$ cat src/hdl/esa_pkg.sv
// ----------------------------------------------------------------------------
// esa_pkg - shared codes for the entity slot allocator
// Function codes, status codes and controller state encoding.
// ----------------------------------------------------------------------------
package esa_pkg;

  // Function codes carried by the func field
  localparam logic [2:0] FUNC_ALLOC  = 3'd0;
  localparam logic [2:0] FUNC_REMOVE = 3'd1;
  localparam logic [2:0] FUNC_FLUSH  = 3'd2;
  localparam logic [2:0] FUNC_ATTACH = 3'd3;
  localparam logic [2:0] FUNC_DETACH = 3'd4;
  localparam logic [2:0] FUNC_QUERY  = 3'd5;

  // Status codes carried by the status field
  localparam logic [1:0] STATUS_OK       = 2'd0;
  localparam logic [1:0] STATUS_NO_FREE  = 2'd1;
  localparam logic [1:0] STATUS_Q_FULL   = 2'd2;
  localparam logic [1:0] STATUS_NOT_LIVE = 2'd3;

  // Controller states, one-hot
  typedef enum logic [4:0] {
    S_CLEAR    = 5'b00001,
    S_IDLE     = 5'b00010,
    S_EXEC     = 5'b00100,
    S_FLUSH    = 5'b01000,
    S_FLUSH_RD = 5'b10000
  } state_t;

endpackage

$ cat src/hdl/esa_ram.sv
// ----------------------------------------------------------------------------
// esa_ram - generic single-write, single-read RAM
// One write port and one read port; read data registered.
// ----------------------------------------------------------------------------
module esa_ram #(
  parameter int WIDTH = 8,
  parameter int DEPTH = 64
) (
  input  logic                     clk,
  input  logic                     we,
  input  logic [$clog2(DEPTH)-1:0] waddr,
  input  logic [WIDTH-1:0]         wdata,
  input  logic                     re,
  input  logic [$clog2(DEPTH)-1:0] raddr,
  output logic [WIDTH-1:0]         rdata
);

  logic [WIDTH-1:0] mem [DEPTH];

  always_ff @(posedge clk) begin
    if (we) begin
      mem[waddr] <= wdata;
    end
    if (re) begin
      rdata <= mem[raddr];
    end
  end

endmodule

$ cat src/hdl/entity_slot_allocator.sv
// ----------------------------------------------------------------------------
// entity_slot_allocator - bitmap slot allocator with deferred removal
// Allocates entity slots, tracks per-slot component masks, a high-water
// mark and a queue of pending removals that a flush command retires.
// ----------------------------------------------------------------------------
// Usage:
//   Input channel (in_valid / in_stall) carries one command word: func,
//   slot_index, comp_kind. Output channel (out_valid / out_stall) returns
//   one result word per command: status, granted_slot, slot_live,
//   comp_present, high_water, pending_removals.
//   Single-slot commands issue the component-mask RAM read in the accepting
//   cycle; the S_EXEC state that follows does the read-modify-write and
//   loads the result register once the output register is free. A new
//   command is accepted once the previous one has loaded its result, so
//   commands do not overlap. A flush walks the removal-queue RAM one entry
//   per cycle, rereads the addressed slot's mask in S_FLUSH_RD, then loads
//   its result in S_EXEC.
//   After reset the block runs a clearing pass over the component-mask RAM
//   with in_stall high; then it takes commands.
//   The result sits in an output register; while out_stall is high it
//   holds, and a finished command waits for that register to free up
//   before it writes back any state.
// ----------------------------------------------------------------------------
module entity_slot_allocator
  import esa_pkg::*;
#(
  parameter int SLOT_COUNT = 64,
  parameter int COMP_KINDS = 8
) (
  input  logic       clk,
  input  logic       rst,
  // command channel
  input  logic       in_valid,
  output logic       in_stall,
  input  logic [2:0] func,
  input  logic [6:0] slot_index,
  input  logic [2:0] comp_kind,
  // result channel
  output logic       out_valid,
  input  logic       out_stall,
  output logic [1:0] status,
  output logic [5:0] granted_slot,
  output logic       slot_live,
  output logic       comp_present,
  output logic [6:0] high_water,
  output logic [6:0] pending_removals
);

  localparam int SW = $clog2(SLOT_COUNT);        // slot address width
  localparam int TW = $clog2(SLOT_COUNT + 1);    // mark and fill width
  localparam int KW = (COMP_KINDS > 1) ? $clog2(COMP_KINDS) : 1;

  // --------------------------------------------------------------------------
  // Search helpers over the live bitmap
  // --------------------------------------------------------------------------
  function automatic logic [SW-1:0] lowest_free(input logic [SLOT_COUNT-1:0] map);
    logic [SW-1:0] idx;
    idx = '0;
    for (int e = SLOT_COUNT - 1; e >= 0; e--) begin
      if (!map[e]) begin
        idx = SW'(e);
      end
    end
    return idx;
  endfunction

  function automatic logic [TW-1:0] top_of(input logic [SLOT_COUNT-1:0] map);
    logic [TW-1:0] m;
    m = '0;
    for (int e = 0; e < SLOT_COUNT; e++) begin
      if (map[e]) begin
        m = TW'(e + 1);
      end
    end
    return m;
  endfunction

  // --------------------------------------------------------------------------
  // State
  // --------------------------------------------------------------------------
  state_t                state;
  logic [SLOT_COUNT-1:0] live_map;
  logic [TW-1:0]         top_mark;
  logic [TW-1:0]         queue_fill;
  logic [SW-1:0]         clr_ptr;
  logic [TW-1:0]         rd_ptr;
  logic                  proc_valid;

  // captured command
  logic [2:0]            op_func;
  logic [SW-1:0]         op_slot;
  logic                  op_in_range;
  logic [KW-1:0]         op_kind;
  logic                  op_kind_ok;
  logic                  op_found;
  logic [SW-1:0]         op_free;

  // memory ports
  logic                  comp_we, comp_re;
  logic [SW-1:0]         comp_waddr, comp_raddr;
  logic [COMP_KINDS-1:0] comp_wdata, comp_rdata;
  logic                  q_we, q_re;
  logic [SW-1:0]         q_waddr, q_raddr;
  logic [SW-1:0]         q_wdata, q_rdata;

  // component masks, cleared by a sweep after reset
  esa_ram #(.WIDTH(COMP_KINDS), .DEPTH(SLOT_COUNT)) u_comp_ram (
    .clk   (clk),
    .we    (comp_we),
    .waddr (comp_waddr),
    .wdata (comp_wdata),
    .re    (comp_re),
    .raddr (comp_raddr),
    .rdata (comp_rdata)
  );

  // removal queue, only entries below queue_fill are read
  esa_ram #(.WIDTH(SW), .DEPTH(SLOT_COUNT)) u_queue_ram (
    .clk   (clk),
    .we    (q_we),
    .waddr (q_waddr),
    .wdata (q_wdata),
    .re    (q_re),
    .raddr (q_raddr),
    .rdata (q_rdata)
  );

  // --------------------------------------------------------------------------
  // Decode of the incoming word
  // --------------------------------------------------------------------------
  logic          accept;
  logic [SW-1:0] slot_addr;
  logic          slot_in_range;
  logic          kind_ok;
  logic [SW-1:0] free_idx;

  assign in_stall      = (state != S_IDLE);
  assign accept        = in_valid && !in_stall;
  assign slot_addr     = SW'(slot_index);
  assign slot_in_range = (32'(slot_index) < 32'(SLOT_COUNT));
  assign kind_ok       = (32'(comp_kind) < 32'(COMP_KINDS));
  assign free_idx      = lowest_free(live_map);

  // --------------------------------------------------------------------------
  // Execute stage: mask RAM data is valid here
  // --------------------------------------------------------------------------
  logic                  out_free;
  logic                  load_res;
  logic [COMP_KINDS-1:0] kind_bit;
  logic [COMP_KINDS-1:0] mask_mod;
  logic                  addr_live;
  logic                  q_full;
  logic                  remove_ok;
  logic                  mask_write;
  logic [TW-1:0]         res_top;
  logic [1:0]            res_status;
  logic [5:0]            res_granted;
  logic                  res_live;
  logic                  res_comp;

  assign out_free  = !out_valid || !out_stall;
  assign load_res  = (state == S_EXEC) && out_free;
  assign kind_bit  = COMP_KINDS'(1) << op_kind;
  assign mask_mod  = (op_func == FUNC_ATTACH) ? (comp_rdata | kind_bit)
                                              : (comp_rdata & ~kind_bit);
  assign addr_live = op_in_range && live_map[op_slot];
  assign q_full    = (queue_fill == TW'(SLOT_COUNT));
  assign remove_ok = (op_func == FUNC_REMOVE) && addr_live && !q_full;
  assign mask_write = ((op_func == FUNC_ATTACH) || (op_func == FUNC_DETACH))
                      && op_in_range && op_kind_ok;

  always_comb begin
    res_status  = STATUS_OK;
    res_granted = '0;
    res_live    = addr_live;
    res_comp    = op_in_range && op_kind_ok && comp_rdata[op_kind];
    res_top     = top_mark;
    case (op_func)
      FUNC_ALLOC: begin
        if (op_found) begin
          res_granted = 6'(op_free);
          res_live    = 1'b1;
          res_comp    = op_kind_ok && comp_rdata[op_kind];
          if (top_mark <= TW'(op_free)) begin
            res_top = TW'(op_free) + TW'(1);
          end
        end else begin
          res_status = STATUS_NO_FREE;
          res_live   = 1'b0;
          res_comp   = 1'b0;
        end
      end
      FUNC_REMOVE: begin
        if (!addr_live) begin
          res_status = STATUS_NOT_LIVE;
        end else if (q_full) begin
          res_status = STATUS_Q_FULL;
        end
      end
      FUNC_ATTACH, FUNC_DETACH: begin
        if (!op_in_range) begin
          res_status = STATUS_NOT_LIVE;
        end else begin
          res_comp = op_kind_ok && mask_mod[op_kind];
        end
      end
      default: begin
        // flush, query and unused codes report the addressed slot as is
      end
    endcase
  end

  // --------------------------------------------------------------------------
  // Flush walk: one queue entry read per cycle, processed the next cycle
  // --------------------------------------------------------------------------
  logic                  issue;
  logic                  proc_live;
  logic [SLOT_COUNT-1:0] map_cleared;

  assign issue       = (rd_ptr < queue_fill);
  assign proc_live   = proc_valid && live_map[q_rdata];
  assign map_cleared = live_map & ~(SLOT_COUNT'(1) << q_rdata);

  // --------------------------------------------------------------------------
  // Memory port control
  // --------------------------------------------------------------------------
  always_comb begin
    comp_we    = 1'b0;
    comp_waddr = op_slot;
    comp_wdata = mask_mod;
    comp_re    = 1'b0;
    comp_raddr = slot_addr;
    q_we       = 1'b0;
    q_waddr    = queue_fill[SW-1:0];
    q_wdata    = op_slot;
    q_re       = 1'b0;
    q_raddr    = rd_ptr[SW-1:0];
    case (state)
      S_CLEAR: begin
        comp_we    = 1'b1;
        comp_waddr = clr_ptr;
        comp_wdata = '0;
      end
      S_IDLE: begin
        comp_re = in_valid;
        if (func == FUNC_ALLOC) begin
          comp_raddr = free_idx;
        end
      end
      S_EXEC: begin
        if (out_free) begin
          comp_we = mask_write;
          q_we    = remove_ok;
        end
      end
      S_FLUSH: begin
        q_re = issue;
        if (proc_live) begin
          // drop every component of a retired slot
          comp_we    = 1'b1;
          comp_waddr = q_rdata;
          comp_wdata = '0;
        end
      end
      S_FLUSH_RD: begin
        comp_re    = 1'b1;
        comp_raddr = op_slot;
      end
      default: begin
      end
    endcase
  end

  // --------------------------------------------------------------------------
  // Control state
  // --------------------------------------------------------------------------
  always_ff @(posedge clk) begin
    if (rst) begin
      state      <= S_CLEAR;
      live_map   <= '0;
      top_mark   <= '0;
      queue_fill <= '0;
      clr_ptr    <= '0;
      rd_ptr     <= '0;
      proc_valid <= 1'b0;
      out_valid  <= 1'b0;
    end else begin
      // load a new word, hold a stalled one, drop a taken one
      out_valid <= load_res || (out_valid && out_stall);
      case (state)
        S_CLEAR: begin
          clr_ptr <= clr_ptr + SW'(1);
          if (clr_ptr == SW'(SLOT_COUNT - 1)) begin
            state <= S_IDLE;
          end
        end
        S_IDLE: begin
          if (in_valid) begin
            rd_ptr     <= '0;
            proc_valid <= 1'b0;
            state      <= (func == FUNC_FLUSH) ? S_FLUSH : S_EXEC;
          end
        end
        S_EXEC: begin
          if (out_free) begin
            state     <= S_IDLE;
            top_mark  <= res_top;
            if ((op_func == FUNC_ALLOC) && op_found) begin
              live_map[op_free] <= 1'b1;
            end
            if (remove_ok) begin
              queue_fill <= queue_fill + TW'(1);
            end
          end
        end
        S_FLUSH: begin
          proc_valid <= issue;
          if (issue) begin
            rd_ptr <= rd_ptr + TW'(1);
          end else begin
            queue_fill <= '0;
            state      <= S_FLUSH_RD;
          end
          if (proc_live) begin
            live_map[q_rdata] <= 1'b0;
            if (top_mark == TW'(q_rdata) + TW'(1)) begin
              top_mark <= top_of(map_cleared);
            end
          end
        end
        S_FLUSH_RD: begin
          state <= S_EXEC;
        end
        default: begin
          state <= S_IDLE;
        end
      endcase
    end
  end

  // --------------------------------------------------------------------------
  // Command capture and result register (payload, no reset)
  // --------------------------------------------------------------------------
  always_ff @(posedge clk) begin
    if (accept) begin
      op_func     <= func;
      op_slot     <= slot_addr;
      op_in_range <= slot_in_range;
      op_kind     <= KW'(comp_kind);
      op_kind_ok  <= kind_ok;
      op_found    <= ~&live_map;
      op_free     <= free_idx;
    end
    if ((state == S_EXEC) && out_free) begin
      status           <= res_status;
      granted_slot     <= res_granted;
      slot_live        <= res_live;
      comp_present     <= res_comp;
      high_water       <= 7'(res_top);
      pending_removals <= 7'(queue_fill + TW'(remove_ok));
    end
  end

endmodule

$ cat config.mk
export PLATFORM = sky130hd
export DESIGN_NAME = entity_slot_allocator
export DESIGN_NICKNAME = d
export VERILOG_FILES = /design/src/hdl/esa_pkg.sv /design/src/hdl/esa_ram.sv /design/src/hdl/entity_slot_allocator.sv
export SDC_FILE = /design/constraint.sdc
export NUM_CORES = 2
export LEC_CHECK = 0
export BUFFER_PORTS_ARGS = -buffer_cell sky130_fd_sc_hd__buf_4
export CORE_MARGIN = 2
export CORE_UTILIZATION = 63
export CTS_CLUSTER_DIAMETER = 60
export CTS_CLUSTER_SIZE = 20
export DETAILED_ROUTE_END_ITERATION = 8
export GPL_ROUTABILITY_DRIVEN = 0
export PLACE_DENSITY = 0.79
export RECOVER_POWER = 100
export SLEW_MARGIN = 20
export SYNTH_ARGS = -nofsm -noshare
export SYNTH_HDL_FRONTEND = slang
export SYNTH_HIERARCHICAL = 1
export SYNTH_SLANG_ARGS = --single-unit
export TNS_END_PERCENT = 1
$ cat constraint.sdc
create_clock -name clk -period 6.64 [get_ports clk]
set_input_delay 1.328 -clock clk [delete_from_list [all_inputs] [get_ports clk]]
set_output_delay 1.328 -clock clk [all_outputs]
set_load 0.02 [all_outputs]
## After elaboration in Yosys (flattened, before gate mapping)

Memory sizes are Yosys's and may differ from the RTL's. A register that Yosys moved wholly into a read port is not among the register bits.
Index checks and enable logic that the tools add are counted.
Widths: inputs -> output; s select.

- Add/sub/neg operators: 6
- $lt $le $gt $ge: 9
- Equality and inequality tests: 22
- Shifts and indexed selects: 2
- Multiplexer cells: 194
- Bitwise gates (word level): 8
- Reduce and logical (&&, ||, !) cells: 33

Operators by type and width:

| cell | number |
|---|---|
| $mux 7 | 74 |
| $mux 6 | 66 |
| $mux 64 | 3 |
| $and 64x64->64 | 2 |
| $not 64->64 | 2 |
| $pmux 64 s2 | 1 |
| $or 64x64->64 | 1 |
| $reduce_and 64->1 | 1 |
| $shl 1x6->64 const A | 1 |
| $pmux 7 s2 | 3 |
| $pmux 5 s5 | 1 |
| $pmux 6 s2 | 2 |
| $mux 1 | 22 |
| $lt 6x7->1 const B | 3 |
| $mux 5 | 4 |
| $mux 8 | 2 |
| $ne 2x2->1 const B | 8 |
| $pmux 8 s2 | 1 |
| $reduce_and 4->1 | 4 |
| $add 6x1->7 const B | 2 |
| $add 7x1->7 const B | 2 |
| $bmux 1 s6 | 2 |
| $demux 1 s6 | 2 |
| $ge 6x1->1 const B | 2 |
| 37 further kinds | 63 |

- Register bits after elaboration: 142
- Memory bits (writable): 896
- Bits of input ports: 17
- Output and inout bits: 26
- Logic and storage cells: 296
- Memories: 2

Memory list:

| name | words | width | rd ports | clocked after memory_dff | write ports | line | RTL |
|---|---|---|---|---|---|---|---|
| u_comp_ram.mem | 64 | 8 | 1 | 1 | 1 | esa_ram.sv:18 | `logic [WIDTH-1:0] mem [DEPTH];` |
| u_queue_ram.mem | 64 | 6 | 1 | 1 | 1 | esa_ram.sv:18 |  |

## Logic depth before layout (Yosys ltp)

- Depth after elaboration: 70
- Gate-level depth with buffers: 18
- Gate-level depth less buffers: 13

## Hierarchy

The synthesis kept the hierarchy.

By module, submodules not included:

| module | instances | cells an instance | area an instance (um^2) | sequential area each (um^2) |
|---|---|---|---|---|
| esa_ram at u_comp_ram | 1 | 972 | 20270.7 | 15615.0 |
| esa_ram at u_queue_ram | 1 | 720 | 15285.9 | 11711.2 |
| entity_slot_allocator | 1 | 1240 | 10266.1 | 3283.1 |

## Least setup slack after synthesis

No wires, ideal clock.

- Path kind: flip-flop to flip-flop
- Start point: reg u_queue_ram.rdata[0] (read register of u_queue_ram.mem)
- End point: mem u_comp_ram.mem[0][2] (data pin)
- Setup time: 548 ps
- Data arrival time: 4251 ps
- Required time: 6092 ps
- Slack: 1841 ps
- Cell stages (with the launch flop): 13
- Path buffers: 4
- Period minus slack after synthesis: 4799 ps
- Cell sequence: edfxtp_1 -> buf_4 -> buf_6 -> buf_2 -> mux4_2 -> mux2i_1 -> o22ai_1 -> or2_1 -> o21ai_2 -> nor2_1 -> or2_0 -> clkbuf_1 -> a21oi_1

- Word-level cells in the longest chain between the ends: 5

Ends and longest elaborated chain:

| element | line | RTL |
|---|---|---|
| start, declared | esa_ram.sv:15 | `output logic [WIDTH-1:0] rdata` |
| $bmux 1 s6 | entity_slot_allocator.sv:221 | `assign proc_live = proc_valid && live_map[q_rdata];` |
| $mux 1 (implied by the code) | entity_slot_allocator.sv:221 |  |
| $logic_and 1x1->1 | entity_slot_allocator.sv:221 |  |
| $mux 8 | entity_slot_allocator.sv:258 | `if (proc_live) begin` |
| $pmux 8 s2 | entity_slot_allocator.sv:238 | `case (state)` |
| via comp_wdata[2] | entity_slot_allocator.sv:101 | `logic [COMP_KINDS-1:0] comp_wdata, comp_rdata;` |
| end, declared | esa_ram.sv:18 |  |

The timed path passes the listed nets, and every way through them passes these cells. The select of a mux whose other input is x is not followed.

## Worst setup path in the final report

- Start point: reg u_queue_ram.rdata[0] (read register of u_queue_ram.mem)
- End point: mem u_comp_ram.mem[20][6], enable pin

- Elaborated cells between the ends (all ways): 9
- Those cells by class: mux: 8; reduce/logical: 1

RTL lines:

| element | line | RTL |
|---|---|---|
| $bmux 1 s6 | entity_slot_allocator.sv:221 |  |
| $mux 1 (implied by the code) | entity_slot_allocator.sv:221 |  |
| $logic_and 1x1->1 | entity_slot_allocator.sv:221 |  |
| $mux 6 | entity_slot_allocator.sv:258 |  |
| $pmux 6 s2 | entity_slot_allocator.sv:238 |  |
| via comp_waddr[1] | entity_slot_allocator.sv:100 | `logic [SW-1:0] comp_waddr, comp_raddr;` |

The timed path passes the listed nets, and every way through them passes these cells. The select of a mux whose other input is x is not followed.

==> results by group <==
Timing
  • Slew HR: -173%
  • Max-slew violations: 664
  • RSZ-0062 raised after global routing: false
  • Fin crit period: 6230 ps
  • Fin. Hold Viols: 0
  • Final-report setup violation count: 0
  • TNS Setup: 0 ps
  • Worst-Margin Slew: 4100 ps
  • WHS: 506 ps
  • Crit share post-route: 93.8%
  • Max Clock Freq: 160 MHz
  • Worst Clk Skew: 33.5 ps

Power
  • Internal: 0.00948 W
  • Peak VDD IR: 0.000278 V
  • Leak: 15.2 nW
  • Total chip power: 0.0121 W
  • Clock share of power: 34.3%
  • Sw power: 0.00260 W
  • Pwr dens: 248 nW/µm²
  • Net Sw Frac: 21.5%
  • Reg power frac: 60.6%
  • Logic pwr share: 5.1%

Critical path
  • CP max FO: 16
  • Crit path launch type: flip-flop
  • RR Startpoint: u_queue_ram/rdata[0]
  • Reg2Reg Depth: 13
  • CP Capture Type: flip-flop
  • Crit Path Class: reg -> reg
  • Reg2Reg Capture Point: u_comp_ram/mem[20][6]
  • Critical Path RT: 6900 ps
  • CP arrival: 6490 ps
  • Reg2Reg Setup Slack: 410 ps

Clock network
  • Clock slew at reported path FFs: 80 ps
  • Post_cts resized: 0
  • CTS tree: yes
  • Worst skew pair latency: 650 ps
  • CTS buffer count: 67
  • Hold-fix buffers, CTS: 0
  • Clock root buffer: clkbuf_16
  • Clock buffer depth: 3
  • Setup repair bufs after CTS: 0
  • CTS sink cnt: 1052
  • H-tree depth: 3

Synthesis
  • Syn nets: 2974
  • Count leader, synth: edfxtp_1
  • Top FF cell, synth: edfxtp_1
  • EDFF count, synth: 954
  • Post-synthesis async set-or-reset flop share: 0%
  • Dominant cell type by area after synthesis: edfxtp_1
  • Unique masters post-synth: 88
  • Most common library cells after synthesis: edfxtp_1, mux4_2, nor2_1, a21oi_1, nand2_1
  • Cells after Synth: 2932
  • Synth top area share: 62.5%
  • Flops & latches, synth: 1052
  • Synth Cell Area: 45800 µm²
  • Synth area leaders: edfxtp_1, mux4_2, dfxtp_1, nor2_1, a21oi_1
  • Seq/Total Area, Yosys: 66.8%
  • Syn. warnings: 6
  • Mean Syn Cell Area: 15.6 µm²

Status
  • Status: finished, violations left
  • Failing checks: max-capacitance violations, max-slew violations

Floorplanning
  • Die area: 74900 µm²
  • Vert. Die Dim: 274 µm
  • Initial core utilization: 63.9%
  • Num rows: 98
  • Total core area: 71700 µm²
  • Ports: 43
  • Die span in x: 274 µm

Detailed routing
  • Residual DRC count: 0
  • Routed WL: 117000 µm
  • Detail-routed via count per cell: 7.31
  • Wire per inst: 30.1 µm
  • Via count: 28493
  • Iteration-0 DRC Markers: 4747
  • Routed Antenna Nets: 0
  • DR pass1 iterations: 9

Place
  • Placed Area: 47000 µm²
  • DP HPWL: 75700 µm
  • Buffers on Ports: 42

Worst hold path
  • Hold endpoint: rd_ptr[6]
  • WHS Path Cells: 2
  • Min-delay src: rd_ptr[6]
  • Hold Path Class: reg -> reg

Finish
  • Area Overhead vs Synth: 6.44%
  • Fillers: 4568
  • Proportion of layout cells with a drive suffix above 1: 14.5%
  • Design Area, Final: 48800 µm²
  • Seq. cell area: 30600 µm²
  • Area occupied by multi-input gates: 14200 µm²
  • # nets final: 2964
  • ANT cells: 0
  • Finished Core Util: 68.0%

GRT
  • First-pass GRT wire length: 175000 µm
  • GRT overflow: 0
  • Initial antenna violation count: 4
  • Vias in the first global route: 27763
  • Tot GR Track Use: 31.5%
  • Largest net degree at the start of global routing: 110

Run
  • Max_cap viols: 15
-- through the flow --
step,cells,worst slack [ps]
final,3899,409
after global routing,3899,231
after CTS,3898,946
after detailed placement,3802,1080
after global placement,3801,1390
after floorplan,2932,1840
-- flip-flops by register name, summed over array words and instances (netlist names), 7 cells and up --
name and cells:
rd_ptr 7, u_queue_ram/mem 384, live_map 64, u_comp_ram/mem 512, queue_fill 7, high_water 7
u_comp_ram/rdata 8, top_mark 7, pending_removals 7
-- worst max path at each step --
stage / from / cells past startpoint / to
2_1_floorplan: u_queue_ram/rdata[0] / 12 / u_comp_ram/mem[0][2]
3_3_place_gp: u_queue_ram/rdata[0] / 11 / u_comp_ram/mem[23][4]
3_5_place_dp: u_queue_ram/rdata[0] / 11 / u_comp_ram/mem[49][0]
4_1_cts: u_queue_ram/rdata[0] / 11 / u_comp_ram/mem[23][0]
5_1_grt: u_queue_ram/rdata[0] / 13 / u_comp_ram/mem[20][5]
6_report: u_queue_ram/rdata[0] / 13 / u_comp_ram/mem[20][6]
-- power by group through the flow --
stage	Combinational, W	Clock [W]	Sequential, W
3_3_place_gp	0.000574	0	0.00747
6_report	0.000610	0.00415	0.00733
2_1_floorplan	0.000381	0	0.00746
4_1_cts	0.000607	0.00419	0.00732
3_5_place_dp	0.000600	0	0.00747
5_1_grt	0.000635	0.00440	0.00733
-- per-layer routing --
metal	global-route usage (%)	wire [µm]	part of all wire, %
met1	43.5	42200	36
met2	49.1	54900	47
met3	7.07	14000	12
met4	13.6	6200	5.3
met5	0	42	0.036
-- critical path: stages, from the launching register on --
cell	delay (ps)
edfxtp_1	950
clkbuf_1	490
mux2i_1	150
mux4_2	470
a21oi_1	160
a211o_1	160
o21ai_2	170
nor2_1	440
or2_0	290
buf_4	270
o21ai_1	260
or3b_2	590
or2_0	580
nor2_1	820
-- cell type report --
class | instances | area share [%]
inverter | 61 | 0.469
clock buffer | 77 | 3.69
timing repair buffer | 92 | 1.07
sequential | 1052 | 62.8
tap | 950 | 2.44
clock inverter | 19 | 0.449
multi-input combinational | 1648 | 29.1
-- cells in the final DEF, fill, tap and decap left out, types with 25 or more instances in the layout --
master	instances
nand2_1	147
nor2_1	231
buf_4	30
edfxtp_1	954
nand2b_1	27
nand4_1	50
mux4_2	242
inv_1	57
clkbuf_1	55
a21oi_1	152
nor3_1	30
o21ai_0	129
mux2i_1	55
ha_1	25
nand3_1	74
a211oi_1	47
o22ai_1	38
clkbuf_16	70
dfxtp_1	96
-- kinds of logic after synthesis --
| family | Yosys count | share of synthesized area (%) |
|---|---|---|
| AO/OA/AOI/OAI | 566 | 7.86 |
| XOR/XNOR | 27 | 0.516 |
| adder cells (fa/ha/maj) | 25 | 0.683 |
| buffers and inverters | 232 | 2.48 |
| flip-flops | 1052 | 66.8 |
| multiplexers | 321 | 14.1 |
| AND/OR/NAND/NOR | 709 | 7.59 |
Note: power is estimated with default switching activity, not from simulation.
